File: src/rtl/core/lfu_pkg.sv
`default_nettype none
package lfu_pkg;

  localparam int FRAMES_DEF    = 8;
  localparam int PAGE_BITS_DEF = 16;

  localparam int USES_W   = 16;
  localparam int STAMP_W  = 32;
  localparam int FAULT_W  = 32;
  localparam int CFG_W    = 4;
  localparam int SLOT_W   = 3;
  localparam int EVPAGE_W = 16;
  localparam int APB_DW   = 32;
  localparam int APB_AW   = 2;

  localparam logic [CFG_W-1:0] CFG_RESET = 4'd8;

  localparam int OUT_FIELD_W = 1 + SLOT_W + 1 + EVPAGE_W + FAULT_W;
  localparam int OUT_TDATA_W = ((OUT_FIELD_W + 7) / 8) * 8;

  typedef enum logic [1:0] {
    ST_IDLE,
    ST_SCAN,
    ST_WRITE
  } state_t;

  typedef struct packed {
    logic rd_en;
    logic wr_en;
    logic clear_valid;
  } fs_ctrl_t;

endpackage
`default_nettype wire

File: src/rtl/core/lfu_frame_store.sv
`default_nettype none
module lfu_frame_store #(
  parameter int FRAMES  = lfu_pkg::FRAMES_DEF,
  parameter int ENTRY_W = lfu_pkg::PAGE_BITS_DEF + lfu_pkg::USES_W + lfu_pkg::STAMP_W,
  parameter int IDX_W   = (FRAMES > 1) ? $clog2(FRAMES) : 1
) (
  input  wire logic                 clk,
  input  wire logic                 rst_n,
  input  wire lfu_pkg::fs_ctrl_t    ctrl,
  input  wire logic [IDX_W-1:0]     rd_addr,
  input  wire logic [IDX_W-1:0]     wr_addr,
  input  wire logic [ENTRY_W-1:0]   wr_data,
  output logic      [ENTRY_W-1:0]   rd_data,
  output logic      [FRAMES-1:0]    valid
);

  logic [ENTRY_W-1:0] mem [FRAMES];
  logic [ENTRY_W-1:0] rd_data_r;
  logic [FRAMES-1:0]  valid_r;

  always_ff @(posedge clk) begin
    if (ctrl.wr_en) begin
      mem[wr_addr] <= wr_data;
    end
    if (ctrl.rd_en) begin
      rd_data_r <= mem[rd_addr];
    end
  end

  always_ff @(posedge clk) begin
    if (!rst_n || ctrl.clear_valid) begin
      valid_r <= '0;
    end else if (ctrl.wr_en) begin
      valid_r[wr_addr] <= 1'b1;
    end
  end

  assign rd_data = rd_data_r;
  assign valid   = valid_r;

endmodule
`default_nettype wire

File: src/rtl/core/lfu_page_replacement.sv
// LFU page replacement engine.
// in_*   : one page reference per request; in_tdata carries the page number,
//          in_tlast marks the last reference of a run.
// out_*  : one result per reference (hit, slot, evicted page, fault count),
//          out_tlast echoes in_tlast.
// cfg_*  : APB register 0 (byte address 0) holds frames_in_use, 4 bits.
// Frame contents live in a single-port-read, single-port-write memory with
// a registered read port; per-frame valid flags are flops.
// Each reference sweeps the n active frames (n = clamped frames_in_use),
// one memory read per cycle, tracking the first match, the first empty frame
// and the least used / oldest frame, then writes back one entry.
// A new reference is accepted only in the idle state, once the previous one
// has been written back, so references are taken one at a time, bound by the sweep.
// The result sits in an output register, so the next reference is accepted
// while it waits; a stalled receiver holds the engine only at write-back.
// Reset clears all frames, the reference counter, the fault count and the
// output register, and sets frames_in_use to 8. A last reference clears the
// frames and counters after its result; the register keeps its value.
`default_nettype none
module lfu_page_replacement #(
  parameter int FRAMES    = lfu_pkg::FRAMES_DEF,
  parameter int PAGE_BITS = lfu_pkg::PAGE_BITS_DEF
) (
  input  wire logic                             clk,
  input  wire logic                             rst_n,
  // [PAGE_BITS-1:0] page_number, rest zero
  input  wire logic [((PAGE_BITS+7)/8)*8-1:0]   in_tdata,
  input  wire logic                             in_tlast,
  input  wire logic                             in_tvalid,
  output logic                                  in_tready,
  // [0] hit, [3:1] slot, [4] evicted_valid, [20:5] evicted_page,
  // [52:21] fault_count, rest zero
  output logic [lfu_pkg::OUT_TDATA_W-1:0]       out_tdata,
  output logic                                  out_tlast,
  output logic                                  out_tvalid,
  input  wire logic                             out_tready,
  input  wire logic                             cfg_psel,
  input  wire logic                             cfg_penable,
  input  wire logic                             cfg_pwrite,
  input  wire logic [lfu_pkg::APB_AW-1:0]       cfg_paddr,
  input  wire logic [lfu_pkg::APB_DW-1:0]       cfg_pwdata,
  output logic [lfu_pkg::APB_DW-1:0]            cfg_prdata,
  output logic                                  cfg_pready
);

  localparam int IDX_W   = (FRAMES > 1) ? $clog2(FRAMES) : 1;
  localparam int USES_W  = lfu_pkg::USES_W;
  localparam int STAMP_W = lfu_pkg::STAMP_W;
  localparam int ENTRY_W = PAGE_BITS + USES_W + STAMP_W;
  localparam int CFG_W   = lfu_pkg::CFG_W;

  lfu_pkg::state_t state_r, state_nxt;
  lfu_pkg::fs_ctrl_t fs_ctrl;

  logic [CFG_W-1:0]        cfg_r;
  logic [PAGE_BITS-1:0]    page_r;
  logic                    last_r;
  logic [IDX_W-1:0]        last_idx_r;
  logic [IDX_W-1:0]        cmp_idx_r;
  logic                    found_r;
  logic [IDX_W-1:0]        hit_idx_r;
  logic [USES_W-1:0]       hit_uses_r;
  logic [STAMP_W-1:0]      hit_stamp_r;
  logic                    empty_r;
  logic [IDX_W-1:0]        empty_idx_r;
  logic [IDX_W-1:0]        min_idx_r;
  logic [USES_W-1:0]       min_uses_r;
  logic [STAMP_W-1:0]      min_stamp_r;
  logic [PAGE_BITS-1:0]    min_page_r;
  logic [STAMP_W-1:0]      ref_cnt_r;
  logic [lfu_pkg::FAULT_W-1:0] faults_r;

  logic                    out_valid_r;
  logic                    out_last_r;
  logic                    out_hit_r;
  logic [lfu_pkg::SLOT_W-1:0]   out_slot_r;
  logic                    out_evv_r;
  logic [lfu_pkg::EVPAGE_W-1:0] out_evp_r;
  logic [lfu_pkg::FAULT_W-1:0]  out_fault_r;

  logic                    in_acc;
  logic                    out_free;
  logic                    commit;
  logic [31:0]             act_frames;
  logic [IDX_W-1:0]        rd_addr;
  logic [IDX_W-1:0]        sel_idx;
  logic [ENTRY_W-1:0]      wr_data;
  logic [ENTRY_W-1:0]      rd_data;
  logic [FRAMES-1:0]       valid;
  logic [PAGE_BITS-1:0]    e_page;
  logic [USES_W-1:0]       e_uses;
  logic [STAMP_W-1:0]      e_stamp;
  logic                    e_valid;
  logic                    take_min;
  logic [USES_W-1:0]       uses_inc;
  logic [lfu_pkg::FAULT_W-1:0] faults_inc;
  logic                    scan_done;

  // configuration register
  always_ff @(posedge clk) begin
    if (!rst_n) begin
      cfg_r <= lfu_pkg::CFG_RESET;
    end else if (cfg_psel && cfg_penable && cfg_pwrite && cfg_pready) begin
      cfg_r <= cfg_pwdata[CFG_W-1:0];
    end
  end

  assign cfg_pready = 1'b1;
  assign cfg_prdata = {{(lfu_pkg::APB_DW-CFG_W){1'b0}}, cfg_r};

  always_comb begin
    if (cfg_r == '0) begin
      act_frames = 32'd1;
    end else if (32'(cfg_r) > 32'(FRAMES)) begin
      act_frames = 32'(FRAMES);
    end else begin
      act_frames = 32'(cfg_r);
    end
  end

  assign in_acc    = in_tvalid && in_tready;
  assign out_free  = !out_valid_r || out_tready;
  assign scan_done = (cmp_idx_r == last_idx_r);

  assign e_page  = rd_data[PAGE_BITS-1:0];
  assign e_uses  = rd_data[PAGE_BITS +: USES_W];
  assign e_stamp = rd_data[PAGE_BITS+USES_W +: STAMP_W];
  assign e_valid = valid[cmp_idx_r];
  assign take_min = (cmp_idx_r == '0) || (e_uses < min_uses_r) ||
                    ((e_uses == min_uses_r) && (e_stamp < min_stamp_r));

  // sequencer
  always_ff @(posedge clk) begin
    if (!rst_n) begin
      state_r <= lfu_pkg::ST_IDLE;
    end else begin
      state_r <= state_nxt;
    end
  end

  always_comb begin
    state_nxt = state_r;
    in_tready = 1'b0;
    fs_ctrl   = '0;
    rd_addr   = '0;
    commit    = 1'b0;
    unique case (state_r)
      lfu_pkg::ST_IDLE: begin
        in_tready     = 1'b1;
        fs_ctrl.rd_en = in_tvalid;
        if (in_tvalid) begin
          state_nxt = lfu_pkg::ST_SCAN;
        end
      end
      lfu_pkg::ST_SCAN: begin
        rd_addr       = cmp_idx_r + IDX_W'(1);
        fs_ctrl.rd_en = !scan_done;
        if (scan_done) begin
          state_nxt = lfu_pkg::ST_WRITE;
        end
      end
      lfu_pkg::ST_WRITE: begin
        if (out_free) begin
          commit              = 1'b1;
          fs_ctrl.wr_en       = 1'b1;
          fs_ctrl.clear_valid = last_r;
          state_nxt           = lfu_pkg::ST_IDLE;
        end
      end
      default: begin
        state_nxt = lfu_pkg::ST_IDLE;
      end
    endcase
  end

  // sweep bookkeeping
  always_ff @(posedge clk) begin
    if (in_acc) begin
      page_r     <= in_tdata[PAGE_BITS-1:0];
      last_r     <= in_tlast;
      last_idx_r <= IDX_W'(act_frames - 32'd1);
      cmp_idx_r  <= '0;
      found_r    <= 1'b0;
      empty_r    <= 1'b0;
    end else if (state_r == lfu_pkg::ST_SCAN) begin
      if (!scan_done) begin
        cmp_idx_r <= cmp_idx_r + IDX_W'(1);
      end
      if (!found_r && e_valid && (e_page == page_r)) begin
        found_r     <= 1'b1;
        hit_idx_r   <= cmp_idx_r;
        hit_uses_r  <= e_uses;
        hit_stamp_r <= e_stamp;
      end
      if (!empty_r && !e_valid) begin
        empty_r     <= 1'b1;
        empty_idx_r <= cmp_idx_r;
      end
      if (take_min) begin
        min_idx_r   <= cmp_idx_r;
        min_uses_r  <= e_uses;
        min_stamp_r <= e_stamp;
        min_page_r  <= e_page;
      end
    end
  end

  assign sel_idx    = found_r ? hit_idx_r : (empty_r ? empty_idx_r : min_idx_r);
  assign uses_inc   = (hit_uses_r == '1) ? hit_uses_r : hit_uses_r + USES_W'(1);
  assign faults_inc = (faults_r == '1) ? faults_r : faults_r + lfu_pkg::FAULT_W'(1);
  assign wr_data    = found_r ? {hit_stamp_r, uses_inc, page_r}
                              : {ref_cnt_r, USES_W'(1), page_r};

  // run counters
  always_ff @(posedge clk) begin
    if (!rst_n) begin
      ref_cnt_r <= '0;
      faults_r  <= '0;
    end else if (commit) begin
      if (last_r) begin
        ref_cnt_r <= '0;
        faults_r  <= '0;
      end else begin
        if (ref_cnt_r != '1) begin
          ref_cnt_r <= ref_cnt_r + STAMP_W'(1);
        end
        if (!found_r) begin
          faults_r <= faults_inc;
        end
      end
    end
  end

  // result register
  always_ff @(posedge clk) begin
    if (!rst_n) begin
      out_valid_r <= 1'b0;
    end else if (commit) begin
      out_valid_r <= 1'b1;
    end else if (out_tready) begin
      out_valid_r <= 1'b0;
    end
  end

  always_ff @(posedge clk) begin
    if (commit) begin
      out_hit_r   <= found_r;
      out_slot_r  <= lfu_pkg::SLOT_W'(sel_idx);
      out_evv_r   <= !found_r && !empty_r;
      out_evp_r   <= (!found_r && !empty_r) ? lfu_pkg::EVPAGE_W'(min_page_r) : '0;
      out_fault_r <= found_r ? faults_r : faults_inc;
      out_last_r  <= last_r;
    end
  end

  assign out_tvalid = out_valid_r;
  assign out_tlast  = out_last_r;
  assign out_tdata  = {{(lfu_pkg::OUT_TDATA_W-lfu_pkg::OUT_FIELD_W){1'b0}},
                       out_fault_r, out_evp_r, out_evv_r, out_slot_r, out_hit_r};

  lfu_frame_store #(
    .FRAMES  (FRAMES),
    .ENTRY_W (ENTRY_W),
    .IDX_W   (IDX_W)
  ) u_store (
    .clk     (clk),
    .rst_n   (rst_n),
    .ctrl    (fs_ctrl),
    .rd_addr (rd_addr),
    .wr_addr (sel_idx),
    .wr_data (wr_data),
    .rd_data (rd_data),
    .valid   (valid)
  );

  a_accept_starts_scan: assert property (@(posedge clk) disable iff (!rst_n)
    in_acc |=> (state_r == lfu_pkg::ST_SCAN))
    else $error("accepted request did not start a sweep");

  a_scan_in_range: assert property (@(posedge clk) disable iff (!rst_n)
    (state_r == lfu_pkg::ST_SCAN) |-> (cmp_idx_r <= last_idx_r))
    else $error("sweep index past active frames");

  a_commit_shows_result: assert property (@(posedge clk) disable iff (!rst_n)
    commit |=> out_valid_r)
    else $error("write-back without result");

  a_hit_no_evict: assert property (@(posedge clk) disable iff (!rst_n)
    (out_valid_r && out_hit_r) |-> !out_evv_r)
    else $error("hit reported an eviction");

  a_evict_counts_fault: assert property (@(posedge clk) disable iff (!rst_n)
    (out_valid_r && out_evv_r) |-> (out_fault_r != '0))
    else $error("eviction with zero fault count");

endmodule
`default_nettype wire

File: config.mk
export PLATFORM = sky130hd
export DESIGN_NAME = lfu_page_replacement
export DESIGN_NICKNAME = d
export VERILOG_FILES = /design/src/rtl/core/lfu_pkg.sv /design/src/rtl/core/lfu_frame_store.sv /design/src/rtl/core/lfu_page_replacement.sv
export SDC_FILE = /design/constraint.sdc
export NUM_CORES = 1
export LEC_CHECK = 0
export ABC_CLOCK_PERIOD_IN_PS = 6400
export BUFFER_PORTS_ARGS = -buffer_cell sky130_fd_sc_hd__buf_2
export CORE_ASPECT_RATIO = 1.2
export CORE_MARGIN = 1
export CORE_UTILIZATION = 58
export CTS_BUF_LIST = sky130_fd_sc_hd__clkbuf_2
export DETAILED_ROUTE_END_ITERATION = 8
export PLACE_DENSITY = 0.8
export SLEW_MARGIN = 20
export SYNTH_ARGS = -nofsm -noshare
export SYNTH_HDL_FRONTEND = slang
export SYNTH_SLANG_ARGS = --single-unit
File: constraint.sdc
create_clock -name clk -period 6.4 [get_ports clk]
set_clock_uncertainty 0.15 [all_clocks]
set_input_delay 0.64 -clock clk [delete_from_list [all_inputs] [get_ports clk]]
set_output_delay 0.64 -clock clk [all_outputs]
set_load 0.1 [all_outputs]
=== Word level (Yosys, flattened, before mapping) ===
Memories as Yosys holds them, arrays and structs flattened. A register that Yosys moved wholly into a read port is not among the register bits.
Cells that the tools add are included.

* Reduce and logical (&&, ||, !) cells: 32
* Equality and inequality tests: 11
* $add $sub $neg: 5
* Magnitude comparators: 6
* Mux-type cells: 30
* Bitwise logic cells: 3

{| class="wikitable"
|+ Operators by type and width
! kind !! number
|-
| $mux 32 || 5
|-
| $add 32x1->32 const B || 2
|-
| $mux 64 || 1
|-
| $eq 16x16->1 || 2
|-
| $eq 32x32->1 const B || 1
|-
| $lt 32x32->1 || 1
|-
| $ne 32x32->1 const B || 1
|-
| $add 16x1->16 const B || 1
|-
| $eq 16x16->1 const B || 1
|-
| $lt 16x16->1 || 1
|-
| $mux 16 || 1
|-
| $mux 3 || 5
|-
| $reduce_and 3->1 || 4
|-
| $mux 2 || 5
|-
| $logic_and 1x1->1 || 9
|-
| $mux 1 || 9
|-
| $lt 3x4->1 const B || 2
|-
| $or 8x8->8 || 1
|-
| $reduce_and 2->1 || 4
|-
| $logic_not 1->1 || 6
|-
| $ne 2x2->1 const B || 3
|-
| $pmux 2 s3 || 1
|-
| $gt 4x4->1 const B || 1
|-
| $logic_not 4->1 || 1
|-
| 14 further kinds || 19
|}

* Output and inout bits: 92
* Bits in registers: 279
* RAM bits: 512
* Memories kept: 1
* Logic and storage cells: 114

{| class="wikitable"
|+ Memory list
! name !! words !! width !! rd ports !! clocked after Yosys merged registers in !! wr ports !! line !! RTL
|-
| u_store.mem || 8 || 64 || 1 || 1 || 1 || lfu_frame_store.sv:17 || <nowiki>logic [ENTRY_W-1:0] mem [FRAMES];</nowiki>
|}

=== Depth between registers and ports, before layout ===
* Word-level depth: 7
* Depth in mapped cells: 11
* Mapped depth without buffers: 8

=== By module ===
From an unflattened synthesis, not the netlist that was laid out.

* Cell total of the unflattened synthesis: 1916
* Area total of the unflattened synthesis: 34175.3 µm²

{| class="wikitable"
|+ By module, submodules not included
! module !! sequential area each (µm²) !! area each (µm²) !! times used !! cells each
|-
| lfu_frame_store || 17456.7 || 21473.1 || 1 || 842
|-
| lfu_page_replacement || 7377.1 || 12702.2 || 1 || 1074
|}

=== Worst setup path before layout ===
No wires, ideal clock.

* Path kind: flip-flop to flip-flop
* Start: register u_store.rd_data_r[62] (netlist: u_store.rd_data[62]), read port of u_store.mem
* End: register min_idx_r[0] (enable)
* Path slack: -0.547 ns
* Stages on the path, launching flop included: 8
* Arrival time: 6.213 ns
* Required time: 5.666 ns
* Period minus slack after synthesis: 6.947 ns
* Setup time: 0.584 ns
* Cells stage by stage: edfxtp_1 ha_1 a21oi_1 a21boi_0 or4_1 nor3_1 o211ai_1 o21ai_0

* Longest elaborated chain between the ends: 4

{| class="wikitable"
|+ Ends and longest elaborated chain
! element !! line !! RTL
|-
| start, declared || lfu_frame_store.sv:18 || <nowiki>logic [ENTRY_W-1:0] rd_data_r;</nowiki>
|-
| $lt 32x32->1 || lfu_page_replacement.sv:130 || <nowiki>((e_uses == min_uses_r) && (e_stamp < min_stamp_r));</nowiki>
|-
| $logic_and 1x1->1 || lfu_page_replacement.sv:130 ||
|-
| $logic_or 1x1->1 || lfu_page_replacement.sv:129 || <nowiki>assign take_min = (cmp_idx_r == '0) || (e_uses < min_uses_r) ||</nowiki>
|-
| $reduce_and 3->1 (no line) || - ||
|-
| end signal, assigned || lfu_page_replacement.sv:200 || <nowiki>min_idx_r <= cmp_idx_r;</nowiki>
|-
| end, declared || lfu_page_replacement.sv:66 || <nowiki>logic [IDX_W-1:0] min_idx_r;</nowiki>
|}

No other way between the ends.
A chain may end at the register's enable or synchronous reset.

=== Worst setup path after layout ===
* Start: register u_store.rd_data_r[33] (netlist: u_store.rd_data[33]), read port of u_store.mem
* End: register min_stamp_r[0] (enable)

* Longest elaborated chain between the ends: 4

{| class="wikitable"
|+ Ends and longest elaborated chain
! element !! line !! RTL
|-
| $lt 32x32->1 || lfu_page_replacement.sv:130 ||
|-
| $logic_and 1x1->1 || lfu_page_replacement.sv:130 ||
|-
| $logic_or 1x1->1 || lfu_page_replacement.sv:129 ||
|-
| $reduce_and 3->1 (no line) || - ||
|-
| end signal, assigned || lfu_page_replacement.sv:202 || <nowiki>min_stamp_r <= e_stamp;</nowiki>
|-
| end, declared || lfu_page_replacement.sv:68 || <nowiki>logic [STAMP_W-1:0] min_stamp_r;</nowiki>
|}

No other way between the ends.

==> key figures <==
Outcome
  – Status: finished, final reports clean

Clocking
  – Clock sinks: approximately 860
  – CTS clock-pin slew for the worst setup and hold paths: 110 ps
  – CTS Hold Bufs: 56
  – H-tree depth: 4
  – CTS resizes: 0
  – Root Driver: clkbuf_2
  – Worst-Skew Late Latency: 1390 ps
  – Total CTS buffers: 191
  – Max Root-Sink Buffers: 3
  – CTS tree: done
  – Setup Buffers After CTS: 0

Detailed routing
  – DR vias: 21300
  – DRC viols: 0
  – Routed wire length: between 70000 and 80000 microns
  – DRT iter0 DRCs: 2126
  – WL/cell: approximately 21 microns
  – Via density: 5.95
  – First-pass detailed-route iteration total: 6
  – Detail Route Antenna Nets: 0

Placement
  – Placer Congestion: 0.877
  – Hpwl dp: 41000 microns
  – Number of port buffers: 87

Power
  – Flop pwr share: 58.4%
  – Cell Int Power: roughly 8 mW
  – Clock Power Share: 30.9%
  – Static leakage: 13.4 nW
  – Sw Pwr: 3.04 mW
  – Power Dens Cells: 289 nW/um^2
  – Comb power frac: about 11%
  – Tot Pwr: 11.1 mW
  – Max IR drop VDD: approximately 0.14 mV
  – Switching part of the total power: 27.5%

Setup path
  – Kind of critical path: flip-flop to flip-flop
  – Crit path DAT: 4850 ps
  – Reg2reg end: min_stamp_r[0]
  – Buffer and inverter count on the worst path: 1
  – R2r startpoint: u_store.rd_data[33]
  – CP delay by family, top: compound AO/OA/AOI/OAI gates
  – CP max-delay cell: buf_4
  – Required @ worst endpoint: 7220 ps
  – FF-to-FF path depth: 7
  – CP max FO: 46
  – Crit path cell chain: ha_1 > a2111oi_0 > o32ai_1 > o21ai_0 > a31oi_1 > o21ai_4 > buf_4
  – R2r setup slk: 2370 ps
  – Critical path endpoint category: flip-flop
  – CP max stage delay: 730 ps
  – Startpoint Class: flip-flop

Cells and area
  – Area Growth Syn to Fin: 10.4%
  – Nets: 2736
  – Most frequent cells in the layout: edfxtp_1 (771), clkbuf_2 (271), o21ai_0 (205)
  – Most common cell after layout, fill and taps aside: edfxtp_1
  – # fillers: 4152
  – Multi-input gate area: a little over 9000 sq um
  – Share of cells above drive strength 1: 19.7%
  – Register area: 24800 sq um

Global route
  – Tot GR Track Use: 25.4%
  – Total grt overflow: 0
  – Vias in the first global route: 21900
  – Antenna violations before repair: 3
  – First-pass GRT wire length: 117000 microns
  – Largest net degree at the start of global routing: approximately 120

Yosys
  – Seq cells post-synth: 855
  – Ys flop type: edfxtp_1
  – Total number of yosys warnings: 0
  – EDFF count, synth: 771
  – Cells after Synth: approximately 2400
  – Avg Cell Area, Syn: approximately 15 sq um
  – Seq/Total Area, Yosys: a little under three quarters
  – Synthesized cell area: 34600 sq um
  – Ys async rst share: 0%
  – Synth cell types: a little over 60

STA
  – Final Critical Period: 4030 ps
  – Fmax: approximately 250 MHz
  – Smallest hold slack: 197 ps
  – Hold Vio Cnt, Final: 0
  – Worst Max-Slew Pin Slew: 1060 ps
  – RSZ-0062 raised after global routing: no
  – Setup TNS Final: 0 ps
  – Final setup viols: 0
  – Slew Limit Fails: 0
  – Tcrit/Tclk final: a little over three fifths
  – Relative slew margins: 29.7%

Floorplanning
  – I/O pins: 150
  – Core box area: 58700 sq um
  – Site Rows: 97
  – Die area: slightly above 60000 sq um
  – Die H: 270 microns
  – Initial Util: 58.9%
  – Die width: ~230 microns

Flow run
  – Max cap viols: 0

Hold path
  – Hold Startpoint: rst_n
  – Hold depth: 5
  – Hold Path Class: input port to flip-flop
  – Hold path endpoint: faults_r[31]
==> worst max path at each step <==
stage	from	endpoint	slack, ps	depth (start not counted)
global route	u_store.rd_data[33]	min_page_r[15]	2260	7
global placement	out_tready	u_store.mem[2][49]	2460	6
floorplan	out_tvalid	u_store.mem[7][0]	920	5
CTS	state_r[1]	u_store.mem[2][21]	2350	5
finish	u_store.rd_data[33]	min_stamp_r[0]	2370	7
detailed placement	out_tready	u_store.mem[2][49]	2320	6
==> sequential cells by signal (all words and copies together) (netlist names), 4 cells and up <==
name and cells:
cfg_r 4, faults_r 32, hit_stamp_r 32, hit_uses_r 16, min_page_r 16, min_stamp_r 32, min_uses_r 16, out_evp_r 16
out_fault_r 32, page_r 16, ref_cnt_r 32, u_store.mem 512, u_store.rd_data 64, u_store.valid 8
==> worst min-delay path, cell delays in order <==
cell and delay [ps]:
dlygate4sd3_1 540, buf_2 220, and3_1 180, mux2i_1 60
nand2_1 60
==> power groups by stage <==
| stage | Combinational, mW | Sequential (mW) | Clock [mW] |
|---|---|---|---|
| finish | 1.19 | 6.45 | 3.41 |
| global route | 1.30 | 6.47 | 3.75 |
| CTS | 1.18 | 6.45 | 3.47 |
| detailed placement | 1.15 | 6.57 | 0 |
| global placement | 1.09 | 6.56 | 0 |
| floorplan | 0.850 | 6.52 | 0 |
==> logic make-up after synthesis <==
group                    after synthesis  synth area share [%]
AO/OA/AOI/OAI                        381                  6.39
XOR/XNOR                              88                  2.23
adder cells (fa/ha/maj)               53                  1.92
buffers and inverters                214                  2.79
flip-flops                           855                  71.7
multiplexers                         110                  5.68
other                                  2                0.0217
AND/OR/NAND/NOR                      678                  9.25
==> cell usage after synthesis (21+ instances only) <==
master | n | area [sq um]
edfxtp_1 | 771 | 23200
o21ai_0 | 206 | 1030
nor2_1 | 203 | 762
nand2_1 | 183 | 687
nor3_1 | 102 | 510
clkbuf_1 | 88 | 330
dfxtp_1 | 84 | 1680
a21oi_1 | 74 | 370
mux4_2 | 66 | 1490
inv_1 | 58 | 218
ha_1 | 53 | 663
xnor2_1 | 49 | 429
a2bb2oi_1 | 43 | 377
nand3_1 | 41 | 205
xor2_1 | 39 | 342
nand4_1 | 37 | 231
buf_4 | 34 | 255
mux2_2 | 31 | 349
and2_1 | 28 | 175
buf_2 | 21 | 105
==> per-layer routing <==
metal,vias to the layer above,part of all wire [%],track usage (%)
met2,1014,51,42.2
met5,-,0.011,0
met3,181,7.6,6.06
li1,9516,-,-
met4,2,2.7,11.0
met1,10600,39,31.7
==> area by class of cell <==
type | count | share of cell area [%]
inverters | 59 | 0.586
multi-input cells | 1342 | 23.7
diodes | 3 | 0.0196
clock buffers | 271 | 3.55
well taps | 792 | 2.59
repair buffers | 176 | 3.47
clock inverters | 78 | 1.13
flip-flops and latches | 855 | 65.0
==> metrics by stage <==
| step | worst slack [ps] | util (%) | instances | instance area [sq um] |
|---|---|---|---|---|
| detailed placement | 2320 | 61.0 | 3167 | 35900 |
| global route | 2260 | 65.1 | 3576 | 38200 |
| global placement | 2460 | 61.0 | 3165 | 35800 |
| CTS | 2350 | 65.0 | 3572 | 38200 |
| finish | 2370 | 65.1 | 3576 | 38200 |
| floorplan | 922 | - | 2411 | 34700 |
Power figures use the tool's default switching activity.
